## config.mk

```make
export PLATFORM = sky130hd
export DESIGN_NAME = stx_frame_receiver
export DESIGN_NICKNAME = d
export VERILOG_FILES = /design/src/rtl/stx_rx_pkg.sv /design/src/rtl/stx_rx_queue.sv /design/src/rtl/stx_frame_receiver.sv
export SDC_FILE = /design/constraint.sdc
export NUM_CORES = 1
export LEC_CHECK = 0
export BUFFER_PORTS_ARGS = -buffer_cell sky130_fd_sc_hd__clkbuf_2
export CELL_PAD_IN_SITES_DETAIL_PLACEMENT = 1
export CELL_PAD_IN_SITES_GLOBAL_PLACEMENT = 1
export CORE_ASPECT_RATIO = 1.2
export CORE_MARGIN = 2
export CORE_UTILIZATION = 42
export DETAILED_ROUTE_END_ITERATION = 8
export PLACE_DENSITY_LB_ADDON = 0.1
export SLEW_MARGIN = 20
export SYNTH_ARGS = -nofsm -noshare
export SYNTH_HDL_FRONTEND = slang
export SYNTH_SLANG_ARGS = --single-unit
```

## constraint.sdc

```tcl
create_clock -name aclk -period 5.9 [get_ports aclk]
set_input_delay 1.18 -clock aclk [delete_from_list [all_inputs] [get_ports aclk]]
set_output_delay 1.18 -clock aclk [all_outputs]
set_load 0.01 [all_outputs]
```

## src/rtl/stx_rx_pkg.sv

```systemverilog
package stx_rx_pkg;

    // line characters
    localparam logic [7:0] CH_STX = 8'h02;
    localparam logic [7:0] CH_ACK = 8'h06;

    // register reset value
    localparam logic [7:0] TRY_LIMIT_RESET = 8'd10;

    // result queue geometry
    localparam int unsigned QDEPTH = 4;
    localparam int unsigned QPTR_W = 2;
    localparam int unsigned QCNT_W = 3;

    // receive phase
    typedef enum logic [2:0] {
        PH_IDLE  = 3'd0,
        PH_LEN   = 3'd1,
        PH_PAY   = 3'd2,
        PH_CHK   = 3'd3,
        PH_REPLY = 3'd4
    } phase_t;

    // result codes
    typedef enum logic [2:0] {
        EV_PAYLOAD = 3'd0,
        EV_ACK     = 3'd1,
        EV_NAK     = 3'd2,
        EV_ENQ     = 3'd3,
        EV_FAIL    = 3'd4
    } event_t;

    // input command codes
    typedef enum logic {
        CMD_BYTE    = 1'b0,
        CMD_TIMEOUT = 1'b1
    } cmd_t;

    // one result item
    typedef struct packed {
        event_t     event_res;
        logic [7:0] value;
        logic       last;
    } result_t;

    // push request into the result queue
    typedef struct packed {
        logic    push_one;
        logic    push_two;
        result_t first;
        result_t second;
    } push_t;

endpackage

```

## src/rtl/stx_rx_queue.sv

```systemverilog
module stx_rx_queue (
    input  logic               aclk,
    input  logic               aresetn,
    input  stx_rx_pkg::push_t  push,
    output logic               room_two,
    output logic               head_valid,
    input  logic               head_ready,
    output stx_rx_pkg::result_t head
);
    import stx_rx_pkg::*;

    result_t            mem_reg [QDEPTH];
    logic [QPTR_W-1:0]  wr_ptr_reg;
    logic [QPTR_W-1:0]  wr_ptr_next;
    logic [QPTR_W-1:0]  rd_ptr_reg;
    logic [QPTR_W-1:0]  rd_ptr_next;
    logic [QCNT_W-1:0]  count_reg;
    logic [QCNT_W-1:0]  count_next;
    logic [QCNT_W-1:0]  push_cnt;
    logic               pop;

    // status towards both sides
    assign head_valid = (count_reg != '0);
    assign room_two   = (count_reg <= QCNT_W'(QDEPTH - 2));
    assign head       = mem_reg[rd_ptr_reg];
    assign pop        = head_valid && head_ready;

    // pointer and fill arithmetic
    always_comb begin
        push_cnt    = push.push_two ? QCNT_W'(2) : (push.push_one ? QCNT_W'(1) : '0);
        wr_ptr_next = wr_ptr_reg + push_cnt[QPTR_W-1:0];
        rd_ptr_next = pop ? rd_ptr_reg + QPTR_W'(1) : rd_ptr_reg;
        count_next  = count_reg + push_cnt - (pop ? QCNT_W'(1) : QCNT_W'(0));
    end

    // storage, no reset needed
    always_ff @(posedge aclk) begin
        if (push.push_one) begin
            mem_reg[wr_ptr_reg] <= push.first;
        end
        if (push.push_two) begin
            mem_reg[wr_ptr_reg + QPTR_W'(1)] <= push.second;
        end
    end

    // control state
    always_ff @(posedge aclk) begin
        if (!aresetn) begin
            wr_ptr_reg <= '0;
            rd_ptr_reg <= '0;
            count_reg  <= '0;
        end else begin
            wr_ptr_reg <= wr_ptr_next;
            rd_ptr_reg <= rd_ptr_next;
            count_reg  <= count_next;
        end
    end

    // fill never overflows
    a_no_overflow: assert property (@(posedge aclk) disable iff (!aresetn)
        count_reg <= QCNT_W'(QDEPTH))
        else $error("result queue overflow");

    // a second result always comes with a first
    a_push_pair: assert property (@(posedge aclk) disable iff (!aresetn)
        push.push_two |-> push.push_one)
        else $error("second result pushed without first");

    // pushing needs room for a pair
    a_push_room: assert property (@(posedge aclk) disable iff (!aresetn)
        push.push_one |-> room_two)
        else $error("push without room");

    // the queue holds a valid head the cycle after a push
    a_push_visible: assert property (@(posedge aclk) disable iff (!aresetn)
        push.push_one |=> head_valid)
        else $error("pushed item not visible");

endmodule

```

## src/rtl/stx_frame_receiver.sv

```systemverilog
// results: each result item is written into a registered result queue when its input item is accepted
// throughput: one input item per cycle while the result queue has room for two; an item
//   giving two results (NAK then ENQ) pushes both into a four-entry result queue
// reset: synchronous active-low aresetn returns the phase to idle, clears the
//   counters, empties the queue and sets the try limit to 10
module stx_frame_receiver (
    input  logic       aclk,
    input  logic       aresetn,
    input  logic       s_valid,
    output logic       s_ready,
    input  logic       s_cmd,
    input  logic [7:0] s_rx_byte,
    output logic       m_valid,
    input  logic       m_ready,
    output logic [2:0] m_event_res,
    output logic [7:0] m_value,
    output logic       m_last,
    input  logic       cfg_valid,
    output logic       cfg_ready,
    input  logic [7:0] cfg_try_limit
);
    import stx_rx_pkg::*;

    phase_t     phase_reg;
    phase_t     phase_next;
    logic [7:0] frame_length_reg;
    logic [7:0] frame_length_next;
    logic [7:0] bytes_remaining_reg;
    logic [7:0] bytes_remaining_next;
    logic [7:0] running_xor_reg;
    logic [7:0] running_xor_next;
    logic [8:0] try_count_reg;
    logic [8:0] try_count_next;
    logic [8:0] try_sum;
    logic [7:0] try_limit_reg;
    logic       accept;
    logic       is_byte;
    logic [7:0] remaining_dec;
    push_t      push;
    result_t    head;
    logic       room_two;

    // handshakes
    assign cfg_ready = 1'b1;
    assign s_ready   = room_two;
    assign accept    = s_valid && s_ready;
    assign is_byte   = (cmd_t'(s_cmd) == CMD_BYTE);

    assign remaining_dec = bytes_remaining_reg - 8'd1;
    assign try_sum = try_count_reg
                   + ((is_byte && s_rx_byte == CH_ACK) ? 9'd1 : 9'd2);

    // next phase and frame state
    always_comb begin
        phase_next           = phase_reg;
        frame_length_next    = frame_length_reg;
        bytes_remaining_next = bytes_remaining_reg;
        running_xor_next     = running_xor_reg;
        try_count_next       = try_count_reg;
        if (accept) begin
            unique case (phase_reg)
                PH_IDLE: begin
                    phase_next = (is_byte && s_rx_byte == CH_STX) ? PH_LEN : PH_REPLY;
                end
                PH_LEN: begin
                    if (is_byte) begin
                        frame_length_next    = s_rx_byte;
                        bytes_remaining_next = s_rx_byte;
                        running_xor_next     = s_rx_byte;
                        phase_next = (s_rx_byte == 8'd0) ? PH_CHK : PH_PAY;
                    end else begin
                        phase_next = PH_REPLY;
                    end
                end
                PH_PAY: begin
                    if (is_byte) begin
                        running_xor_next     = running_xor_reg ^ s_rx_byte;
                        bytes_remaining_next = remaining_dec;
                        if (remaining_dec == 8'd0) begin
                            phase_next = PH_CHK;
                        end
                    end else begin
                        phase_next = PH_REPLY;
                    end
                end
                PH_CHK: begin
                    if (is_byte && s_rx_byte == running_xor_reg) begin
                        try_count_next = '0;
                        phase_next     = PH_IDLE;
                    end else begin
                        phase_next = PH_REPLY;
                    end
                end
                PH_REPLY: begin
                    phase_next     = PH_IDLE;
                    try_count_next = (try_sum >= {1'b0, try_limit_reg}) ? 9'd0 : try_sum;
                end
                default: begin
                    phase_next = PH_IDLE;
                end
            endcase
        end
    end

    // results of the accepted item
    always_comb begin
        push.push_one         = 1'b0;
        push.push_two         = 1'b0;
        push.first.event_res  = EV_ENQ;
        push.first.value      = 8'd0;
        push.first.last       = 1'b1;
        push.second.event_res = EV_ENQ;
        push.second.value     = 8'd0;
        push.second.last      = 1'b1;
        if (accept) begin
            unique case (phase_reg)
                PH_IDLE: begin
                    push.push_one = !(is_byte && s_rx_byte == CH_STX);
                end
                PH_LEN: begin
                    push.push_one = !is_byte;
                end
                PH_PAY: begin
                    push.push_one = 1'b1;
                    if (is_byte) begin
                        push.first.event_res = EV_PAYLOAD;
                        push.first.value     = s_rx_byte;
                    end
                end
                PH_CHK: begin
                    push.push_one = 1'b1;
                    if (is_byte && s_rx_byte == running_xor_reg) begin
                        push.first.event_res = EV_ACK;
                        push.first.value     = frame_length_reg;
                    end else if (is_byte) begin
                        push.push_two        = 1'b1;
                        push.first.event_res = EV_NAK;
                        push.first.last      = 1'b0;
                    end
                end
                PH_REPLY: begin
                    if (try_sum >= {1'b0, try_limit_reg}) begin
                        push.push_one        = 1'b1;
                        push.first.event_res = EV_FAIL;
                    end
                end
                default: begin
                    push.push_one = 1'b0;
                end
            endcase
        end
    end

    // state registers
    always_ff @(posedge aclk) begin
        if (!aresetn) begin
            phase_reg           <= PH_IDLE;
            frame_length_reg    <= '0;
            bytes_remaining_reg <= '0;
            running_xor_reg     <= '0;
            try_count_reg       <= '0;
            try_limit_reg       <= TRY_LIMIT_RESET;
        end else begin
            phase_reg           <= phase_next;
            frame_length_reg    <= frame_length_next;
            bytes_remaining_reg <= bytes_remaining_next;
            running_xor_reg     <= running_xor_next;
            try_count_reg       <= try_count_next;
            if (cfg_valid && cfg_ready) begin
                try_limit_reg <= cfg_try_limit;
            end
        end
    end

    // result queue
    stx_rx_queue u_queue (
        .aclk       (aclk),
        .aresetn    (aresetn),
        .push       (push),
        .room_two   (room_two),
        .head_valid (m_valid),
        .head_ready (m_ready),
        .head       (head)
    );

    assign m_event_res = head.event_res;
    assign m_value     = head.value;
    assign m_last      = head.last;

    // a good check byte always returns to idle with the count cleared
    a_ack_clears: assert property (@(posedge aclk) disable iff (!aresetn)
        (accept && phase_reg == PH_CHK && is_byte && s_rx_byte == running_xor_reg)
        |=> (phase_reg == PH_IDLE && try_count_reg == 9'd0))
        else $error("good frame did not clear state");

    // the reply phase never lasts past one item
    a_reply_leaves: assert property (@(posedge aclk) disable iff (!aresetn)
        (accept && phase_reg == PH_REPLY) |=> (phase_reg == PH_IDLE))
        else $error("reply phase not left");

    // payload phase always has bytes left to take
    a_pay_nonzero: assert property (@(posedge aclk) disable iff (!aresetn)
        (phase_reg == PH_PAY) |-> (bytes_remaining_reg != 8'd0))
        else $error("payload phase with nothing remaining");

endmodule
```

# Word-level counts from Yosys, hierarchy flattened
# Memory sizes are Yosys's and may differ from the RTL's. A register that Yosys moved wholly into a read port is not among the register bits.
# Cells that the tools add are included.
[word_totals] regBits=51 latchBits=0 mem_bits_rw=48 rom_bits=0 inputBits=22 output_inout_bits=15 elab_cells=89 mem_count=1
[classes] n_addsub=7 multipliers=0 div_mod_pow=0 n_lt_le_gt_ge=2 n_eq_ne=11 shifts=0 muxes=40 bitwise_logic=2 n_reduce_logical=17
[memory_table] memory="u_queue.mem_reg" depth=4 width=12 rd=1 rd_ports_with_merged_regs=1 wr=2 line_no="stx_rx_queue.sv:12" text="result_t mem_reg [QDEPTH];"
[ops] operator="8-bit case mux with 2 select lines" n=3
[ops] operator="8-bit two-way mux" n=4
[ops] operator="3-bit two-way mux" n=8
[ops] operator="9-bit two-way mux" n=2
[ops] operator="9-bit case mux with 2 select lines" n=1
[ops] operator="8-bit zero test" n=2
[ops] operator="14-bit two-way mux" n=1
[ops] operator="1-bit two-way mux" n=13
[ops] operator="3-bit case mux with 4 select lines" n=1
[ops] operator="10-bit two-way mux" n=1
[ops] operator="9-bit by 2-bit adder with 9-bit output" n=1
[ops] operator="9-bit by 8-bit >= comparator with 1-bit output" n=1
[ops] operator="3-bit case mux with 3 select lines" n=1
[ops] operator="8-bit by 2-bit == test with 1-bit output (second input constant)" n=1
[ops] operator="8-bit by 3-bit == test with 1-bit output (second input constant)" n=1
[ops] operator="8-bit == test" n=1
[ops] operator="8-bit by 1-bit subtractor with 8-bit output (second input constant)" n=1
[ops] operator="8-bit XOR" n=1
[ops] operator="3-bit by 2-bit == test with 1-bit output (second input constant)" n=2
[ops] operator="2-bit two-way mux" n=3
[ops] operator="2-bit != test (second input constant)" n=3
[ops] operator="3-bit AND reduction" n=2
[ops] operator="1-bit logical AND" n=5
[ops] operator="2-bit by 1-bit adder with 2-bit output (second input constant)" n=2
[ops] operator="17 further kinds" n=18

# Longest topological paths before layout
# Gate-level depths: netlist (run 1).
[depth] depth_word=12 mapped_depth=22 ltp_nobuf=21

# Cells and area by module
# A second synthesis (run 1) with hierarchy kept.
[unflattened] cells_unflattened=550 hier_area_um2=5816.8
[by_module_without_submodules] module="stx_frame_receiver" n_inst=1 cells_per_inst=384 area_per_inst_um2=2955.3
[by_module_without_submodules] module="stx_rx_queue" n_inst=1 cells_per_inst=166 area_per_inst_um2=2861.5

# Worst setup path before layout (run 1)
# Ideal clock, no wire load.
[synth_path] kind="input -> register" start="in s_rx_byte[6]" end="reg u_queue.count_reg[2]" setup_ns=0.115 arrival_time_ns=5.585 t_required_ns=5.785 path_slack_ns=0.200 path_stages=22 path_buffers=1 path_cell_list="buf_6 -> or4_4 -> nor3_1 -> nand2_1 -> inv_1 -> ha_1 -> inv_1 -> fa_1 -> nor2b_1 -> nand4_1 -> xnor2_1 -> ha_1 -> a21o_1 -> a21oi_1 -> nand3_1 -> o21bai_1 -> and2_1 -> nor2_1 -> ha_1 -> fa_1 -> xnor2_1 -> and2_1"
[synth_between] elab_chain_cells=12 word_cells_on_any_way=19 cone_classes="3 x add/sub; 1 x order compare; 3 x eq/ne; 8 x mux; 4 x reduce/logical"
[synth_rtl] item="from (decl)" line_no="stx_frame_receiver.sv:12" text="input logic [7:0] s_rx_byte,"
[synth_rtl] item="8-bit by 3-bit == test with 1-bit output" line_no="stx_frame_receiver.sv:51" text="+ ((is_byte && s_rx_byte == CH_ACK) ? 9'd1 : 9'd2);"
[synth_rtl] item="1-bit logical AND" line_no="stx_frame_receiver.sv:51"
[synth_rtl] item="2-bit two-way mux" line_no="stx_frame_receiver.sv:51"
[synth_rtl] item="9-bit by 2-bit adder with 9-bit output" line_no="stx_frame_receiver.sv:51"
[synth_rtl] item="9-bit by 8-bit >= comparator with 1-bit output" line_no="stx_frame_receiver.sv:142" text="if (try_sum >= {1'b0, try_limit_reg}) begin"
[synth_rtl] item="1-bit two-way mux" line_no="stx_frame_receiver.sv:142"
[synth_rtl] item="1-bit case mux with 4 select lines" line_no="stx_frame_receiver.sv:116" text="unique case (phase_reg)"
[synth_rtl] item="14-bit two-way mux (*)" line_no="stx_frame_receiver.sv:115" text="if (accept) begin"
[synth_rtl] item="1-bit two-way mux" line_no="stx_rx_queue.sv:30" text="push_cnt = push.push_two ? QCNT_W'(2) : (push.push_one ? QCNT_W'(1) : '0);"
[synth_rtl] item="3-bit two-way mux (*)" line_no="stx_rx_queue.sv:30"
[synth_rtl] item="3-bit adder (*)" line_no="stx_rx_queue.sv:33" text="count_next = count_reg + push_cnt - (pop ? QCNT_W'(1) : QCNT_W'(0));"
[synth_rtl] item="3-bit subtractor (*)" line_no="stx_rx_queue.sv:33"
[synth_rtl] item="to (signal assigned)" line_no="stx_rx_queue.sv:55" text="count_reg <= count_next;"
[synth_rtl] item="to (decl)" line_no="stx_rx_queue.sv:17" text="logic [QCNT_W-1:0] count_reg;"
# Mark *: on every way between the ends. The rest lies on a longest branch, timed or not.
# A chain may end at the register's enable or synchronous reset.

# Worst setup path in the final report (run 1)
[layout_path] start="in s_rx_byte[7]" end="reg u_queue.count_reg[2]"
# The elaborated chain is that of the path after synthesis.

==> results of run 1 <==
-- kinds of logic after synthesis --
kind of cell             Yosys count  share of synthesized area
multiplexers                      28                    0.07850
adder cells (fa/ha/maj)           18                    0.04382
other                              1                  0.0006840
AND/OR/NAND/NOR                  237                     0.2291
buffers and inverters             68                    0.05271
XOR/XNOR                          24                    0.03834
AO/OA/AOI/OAI                    153                     0.1880
flip-flops                       101                     0.3688
-- worst paths after layout --
| path | startpoint | endpoint | slack, ns |
|---|---|---|---|
| setup / recovery | s_rx_byte[7] | u_queue.count_reg[2]$_SDFF_PN0_ | 0.37 |
| hold / removal | frame_length_reg[0]$_SDFFE_PN0P_ | frame_length_reg[0]$_SDFFE_PN0P_ | 0.45 |
| setup reg to reg | try_count_reg[0]$_SDFFE_PN0P_ | u_queue.count_reg[2]$_SDFF_PN0_ | 2.12 |
| hold reg to reg | frame_length_reg[0]$_SDFFE_PN0P_ | frame_length_reg[0]$_SDFFE_PN0P_ | 0.45 |
-- routing by layer --
layer	vias to the layer above	global-route usage	routed length, µm
li1	2295	-	-
met1	2269	0.2762	6816
met2	58	0.4029	7514
met3	14	0.02616	341
met4	0	0.07164	216
met5	-	0	0
-- tightest hold or removal path: stages, from the launching register on --
cell and delay (ns):
dfxtp_1 0.31, nand2_1 0.05, a21boi_1 0.05
-- power by group through the flow --
stage / combinational [µW] / sequential (µW) / clock (µW)
3_3_place_gp: 405 / 834 / 0
4_1_cts: 425 / 827 / 568
3_5_place_dp: 421 / 838 / 0
6_report: 419 / 825 / 552
2_1_floorplan: 335 / 791 / 0
5_1_grt: 467 / 839 / 596
-- cells in the final DEF, fill, tap and decap left out, types with 6 or more instances in the layout --
master     synthesis  routed
xor2_1            14      14
a22o_1            10      10
nor3b_1           12      12
a21boi_1          16      16
mux4_2            12      12
or3_1              9       9
mux2i_1           16      16
nor2_1            42      42
inv_1             29      29
o22ai_1            6       6
nor3_1             6       6
nor2b_1           14      14
o2bb2ai_1          8       8
a21oi_1           41      41
and2_1            17      17
a22oi_1            7       7
xnor2_1           10      10
a21boi_0           7       7
clkbuf_2           0      35
nand2_1           73      73
nand3_1           26      26
nand2b_1           7       7
clkbuf_16          0       9
dfxtp_1          101     101
o21ai_0           17      17
buf_4              2      17
ha_1              16      16
o211ai_1          11      11
-- metrics by stage --
step	std cells	util
2_1_floorplan	630	-
5_1_grt	825	0.4783
3_5_place_dp	809	0.4572
6_report	825	0.4783
4_1_cts	825	0.4783
3_3_place_gp	809	0.4572
-- cell type report --
type	count	area (µm²)	area share
clock buffers	11	232.7	0.03824
clock inverters	5	35.03	0.005757
inverters	31	116.4	0.01912
multi-input cells	461	3172	0.5212
flip-flops and latches	101	2022	0.3322
well taps	164	205.2	0.03372
repair buffers	52	302.8	0.04975
==> run metrics, run 1 <==
status finished, final reports clean; overflow left after global routing 0; Fmax 180.7 MHz; slew margin rel. 0.3336; Post-synth top cells dfxtp_1 (101), nand2_1 (73), nor2_1 (42); Critical Path RT approximately 6.1 ns; initial DRC count 159; final net count 696; CP Data Arrival Time 5.77 ns; WS Path Type input pin to flip-flop; fin crit share 0.9379; most frequent CP cell ha_1; Gate power share 0.234; Final Hold Slack 0.4544 ns; gr usage total 0.2232; total power approximately 1800 µW; initial core utilization 0.4309; Reg clk slew, reported paths 0.07 ns; CP max stage cell or4_4; Startpoint Class input pin; final WL 14.89 mm; Sw Ratio 0.3146; Seq cells post-synth 101; Post-synth EDFFs 0; HP Class flip-flop to flip-flop; Buf+Inv Stages, Crit Path 5; register share of total power 0.459; Post-Syn Nets 670; Port Buffers 35; internal power component 1231 µW; max-cap violations 0; CP Depth 24; via count 4636; largest net degree at the start of global routing 58; vias in the first global route 4863; critical path endpoint category flip-flop; Core Area around 13000 µm²; CTS Hold Bufs 0; yosys synthesis warning count 0; IO Count 37; Area growth syn-to-layout 11.00%; Final Hold Viols 0; clock root buffer clkbuf_16; Unique masters post-synth between 60 and 70; CP top delay family simple AND/OR/NAND/NOR gates; Final WS setup 0.3664 ns; CP max stage delay 0.57 ns; Mapped Area between 5000 and 6000 µm²; die height 129.2 µm; Mapped Cells 630; Power Density approximately 300 nW/µm²; crit path cell chain clkbuf_2 -> or4_4 -> nor3_1 -> buf_4 -> nand2_1 -> inv_1 -> ha_1 -> inv_1 -> fa_1 -> nor2b_1 -> buf_4 -> nand2_1 -> xnor2_1 -> ha_1 -> o211a_1 -> o31ai_1 -> a31oi_1 -> o21bai_1 -> and2_1 -> nor2_1 -> ha_1 -> fa_1 -> xnor2_1 -> and2_1; first-pass GRT wire length 24.65 mm; fillers 1519; clock tree buffer depth 2; measured slew at the worst slew-check pin 0.9995 ns; Ant. Diodes 0; CTS tree yes; Sink Count 101; post-synth top area share 0.3688; clock share of power 0.307; max FFs per register 48; Detailed Place HPWL 10.82 mm; DP Worst Slack 0.003025 ns; # setup viols final 0; Routed WL per cell 18.05 µm; H-tree Lvls 3; Cells on Worst Hold Path 2; P_sw 565.0 µW; DRC 0; Async SR Flop Fraction 0; most common cell in the netlist dfxtp_1; clk_lat worst skew approximately 0.34 ns; Mapped Avg Cell Area ~8.7 µm²; synth top area cells dfxtp_1 (37%), nand2_1 (5.0%), mux4_2 (4.9%), a21oi_1 (3.7%), ha_1 (3.7%); CTS Buf Count 9; antenna violations before repair 0; Peak VDD IR 0.1790 mV; vias per cell 5.619; minimum clock period 5.534 ns; R2R depth 18; die area 13990 µm²; DP Area about 5800 µm²; RSZ-0062 raised after global routing false; gp weighted congestion between 0.8 and 0.9; sequential area share after synthesis 0.3688; First-pass DRT Iterations 4; Placement Rows 45; Setup Buffers After CTS 0; antenna-violating nets left 0; post-CTS resize count 0; max-slew violations 0; Leak Pwr 0.002379 µW; Crit Path Max Fanout 4; cell taking the most area after synthesis dfxtp_1; TNS Setup 0 ns; Fin Clk Skew 0.007133 ns; share of layout cells above drive strength 1 0.1392; Most used DFF post-synth dfxtp_1; fin area roughly 6000 µm²; Die W approximately 110 µm
(Power assumes the default switching activity.)
==> run 2, diff against run 1 <==
--- a/config.mk
+++ b/config.mk
@@ -10,8 +10,9 @@
 export CELL_PAD_IN_SITES_GLOBAL_PLACEMENT = 1
 export CORE_ASPECT_RATIO = 1.2
 export CORE_MARGIN = 2
-export CORE_UTILIZATION = 42
+export CORE_UTILIZATION = 46
 export DETAILED_ROUTE_END_ITERATION = 8
+export GPL_TIMING_DRIVEN = 0
 export PLACE_DENSITY_LB_ADDON = 0.1
 export SLEW_MARGIN = 20
 export SYNTH_ARGS = -nofsm -noshare
==> constraint.sdc (replaced) <==
create_clock -name aclk -period 6.2 [get_ports aclk]
set_input_delay 1.24 -clock aclk [delete_from_list [all_inputs] [get_ports aclk]]
set_output_delay 1.24 -clock aclk [all_outputs]
set_load 0.01 [all_outputs]
==> run 2 against run 1 <==
  * Wire length up 2.7%
  * Sequential power is 8.8% lower
  * Global-route usage grew 2.0 points
  * Clock-buffer cell count increased by 1
  * Combinational power grew 4%
  * First-iteration DRC count up 7.5%
  * Critical path type unchanged
  * Sequential share of layout area fell by 0.30 points
  * Core utilization is 5.0 points higher
  * Worst setup slack got worse by 0.082 ns
  * Sequential cell count unchanged
==> run metrics, run 2 (synthesized netlist as in run 1, its figures left out) <==
CP Capture Point u_queue.count_reg[2]$_SDFF_PN0_; antenna violations before repair 0; share of layout cells above drive strength 1 0.1213; Crit Path Max Fanout 7; Fmax 169.0 MHz; worst flop-to-flop path startpoint try_count_reg[0]$_SDFFE_PN0P_; overflow left after global routing 0; max FFs per register 48; gp weighted congestion 0.8477; largest net degree at the start of global routing 17; WS Path Type input pin to flip-flop; DRC 0; clock root buffer clkbuf_16; H-tree Lvls 3; IO Count 37; most frequent cells in the layout dfxtp_1 (101), nand2_1 (73), nor2_1 (42); non-filler cells, final ~830; Routed WL per cell ~18 µm; Setup Buffers After CTS 0; Final Hold Slack about 0.46 ns; vias in the first global route 4927; vias per cell 5.766; clock tree buffer depth 2; clk_lat worst skew around 0.35 ns; max-cap violations 0; Ant. Diodes 0; CP Data Arrival Time 6.16 ns; gr usage total 0.2429; Leak Pwr 0.002346 µW; Reg clk slew, reported paths 0.07 ns; slew margin rel. 0.4051; initial core utilization 0.4718; commonest non-fill, non-tap cell in the layout dfxtp_1; Placed Cells incl. Taps 817; CTS Buf Count 9; worst flop-to-flop path endpoint u_queue.count_reg[2]$_SDFF_PN0_; minimum clock period a little under 6 ns; register area 2022 µm²; antenna-violating nets left 0; TNS Setup 0 ns; first-pass GRT wire length 24.83 mm; die height 123.6 µm; Peak VDD IR 0.1275 mV; Critical Path RT between 6 and 7 ns; R2R depth 17; # setup viols final 0; final net count 711; First-pass DRT Iterations 4; CP Launch Point s_rx_byte[7]; Core Area 11620 µm²; fillers 1402; Die W between 100 and 150 µm; measured slew at the worst slew-check pin around 0.88 ns; Port Buffers 30; via count 4803; Startpoint Class input pin; Area growth syn-to-layout 12.03%; Detailed Place HPWL 11.39 mm; fin crit share 0.9542; die area 12810 µm²; Final Hold Viols 0; Sink Count 101; final WL roughly 15 mm; initial DRC count 171; status finished, final reports clean; Placement Rows 43; Fin Clk Skew 0.007537 ns; critical path endpoint category flip-flop; max-slew violations 0; Power Density 283.6 nW/µm²; CTS tree yes; multi-input logic area 3196 µm²; HP Class flip-flop to flip-flop; R2R setup slack 2.13 ns
[run 2: cell count changes in the layout (fill, tap and decap cells not counted), moves of 3 or more]
cell	delta
clkbuf_1	+27
clkbuf_2	-5
buf_2	+3
buf_4	-15
buf_6	+3
[run 2: metrics by stage]
step	setup slack, ns	cell area [µm²]	utilization	total power, µW
global placement	-0.4328	5829	0.5016	1176
finish	0.2842	6142	0.5285	1742
global route	-0.009837	6142	0.5285	1829
floorplan	0.4397	5483	-	1072
CTS	0.07648	6125	0.5270	1752
detailed placement	-0.5282	5829	0.5016	1201
[run 2: repair_timing]
action                     CTS  global route
setup endpoints to repair    2             3
hold buffers                 0             0
hold endpoints to repair     0             0
resized for setup            2             3
pin swaps                    0             1
[run 2: critical path, stage by stage]
cell and delay (ns):
clkbuf_2 0.17, or4_4 0.60, nor3_2 0.26, nand2_1 0.13
inv_1 0.12, ha_1 0.18, inv_1 0.06, fa_1 0.48
nor2b_4 0.21, nand4_1 0.19, xnor2_1 0.18, ha_1 0.29
a21o_1 0.16, a21oi_1 0.27, nand3_1 0.19, o21bai_4 0.25
and2_1 0.23, nor2_1 0.09, ha_1 0.19, fa_1 0.37
xnor2_1 0.13, and2_1 0.15
[run 2: area by class of cell]
class | instances | area share
multi-input combinational | 461 | 0.5203
sequential | 101 | 0.3292
clock buffer | 12 | 0.04176
tap | 157 | 0.03198
buffer | 37 | 0.02811
timing repair buffer | 30 | 0.02444
inverter | 31 | 0.01894
clock inverter | 4 | 0.005296
[run 2: routing by layer]
layer / global-route usage / up-vias / wire length, µm / share of wire
met1: 0.2930 / 2405 / 6846 / 0.45
met5: 0 / - / 0 / 0
li1: - / 2322 / - / -
met3: 0.02983 / 18 / 355 / 0.023
met4: 0.07517 / 0 / 195 / 0.013
met2: 0.4557 / 58 / 7887 / 0.52
[run 2: worst min-delay path by stage]
stage / slack, ns / from / to / cells past startpoint
floorplan: 0.42 / u_queue.mem_reg[3][10]$_SDFFE_PP1P_ / u_queue.mem_reg[3][10]$_SDFFE_PP1P_ / 2
global placement: 0.43 / u_queue.mem_reg[3][9]$_SDFFE_PP1P_ / u_queue.mem_reg[3][9]$_SDFFE_PP1P_ / 2
detailed placement: 0.44 / u_queue.mem_reg[3][3]$_SDFFE_PP0P_ / u_queue.mem_reg[3][3]$_SDFFE_PP0P_ / 1
CTS: 0.46 / u_queue.mem_reg[0][1]$_SDFFE_PP0P_ / u_queue.mem_reg[0][1]$_SDFFE_PP0P_ / 2
global route: 0.47 / u_queue.mem_reg[0][1]$_SDFFE_PP0P_ / u_queue.mem_reg[0][1]$_SDFFE_PP0P_ / 2
finish: 0.46 / u_queue.mem_reg[0][1]$_SDFFE_PP0P_ / u_queue.mem_reg[0][1]$_SDFFE_PP0P_ / 2
[run 2: report_power, final]
part           internal [µW]  switching, µW  total (µW)
clock network            296            259         556
logic                    188            247         435
registers                712           39.9         752
total                   1200            546        1740
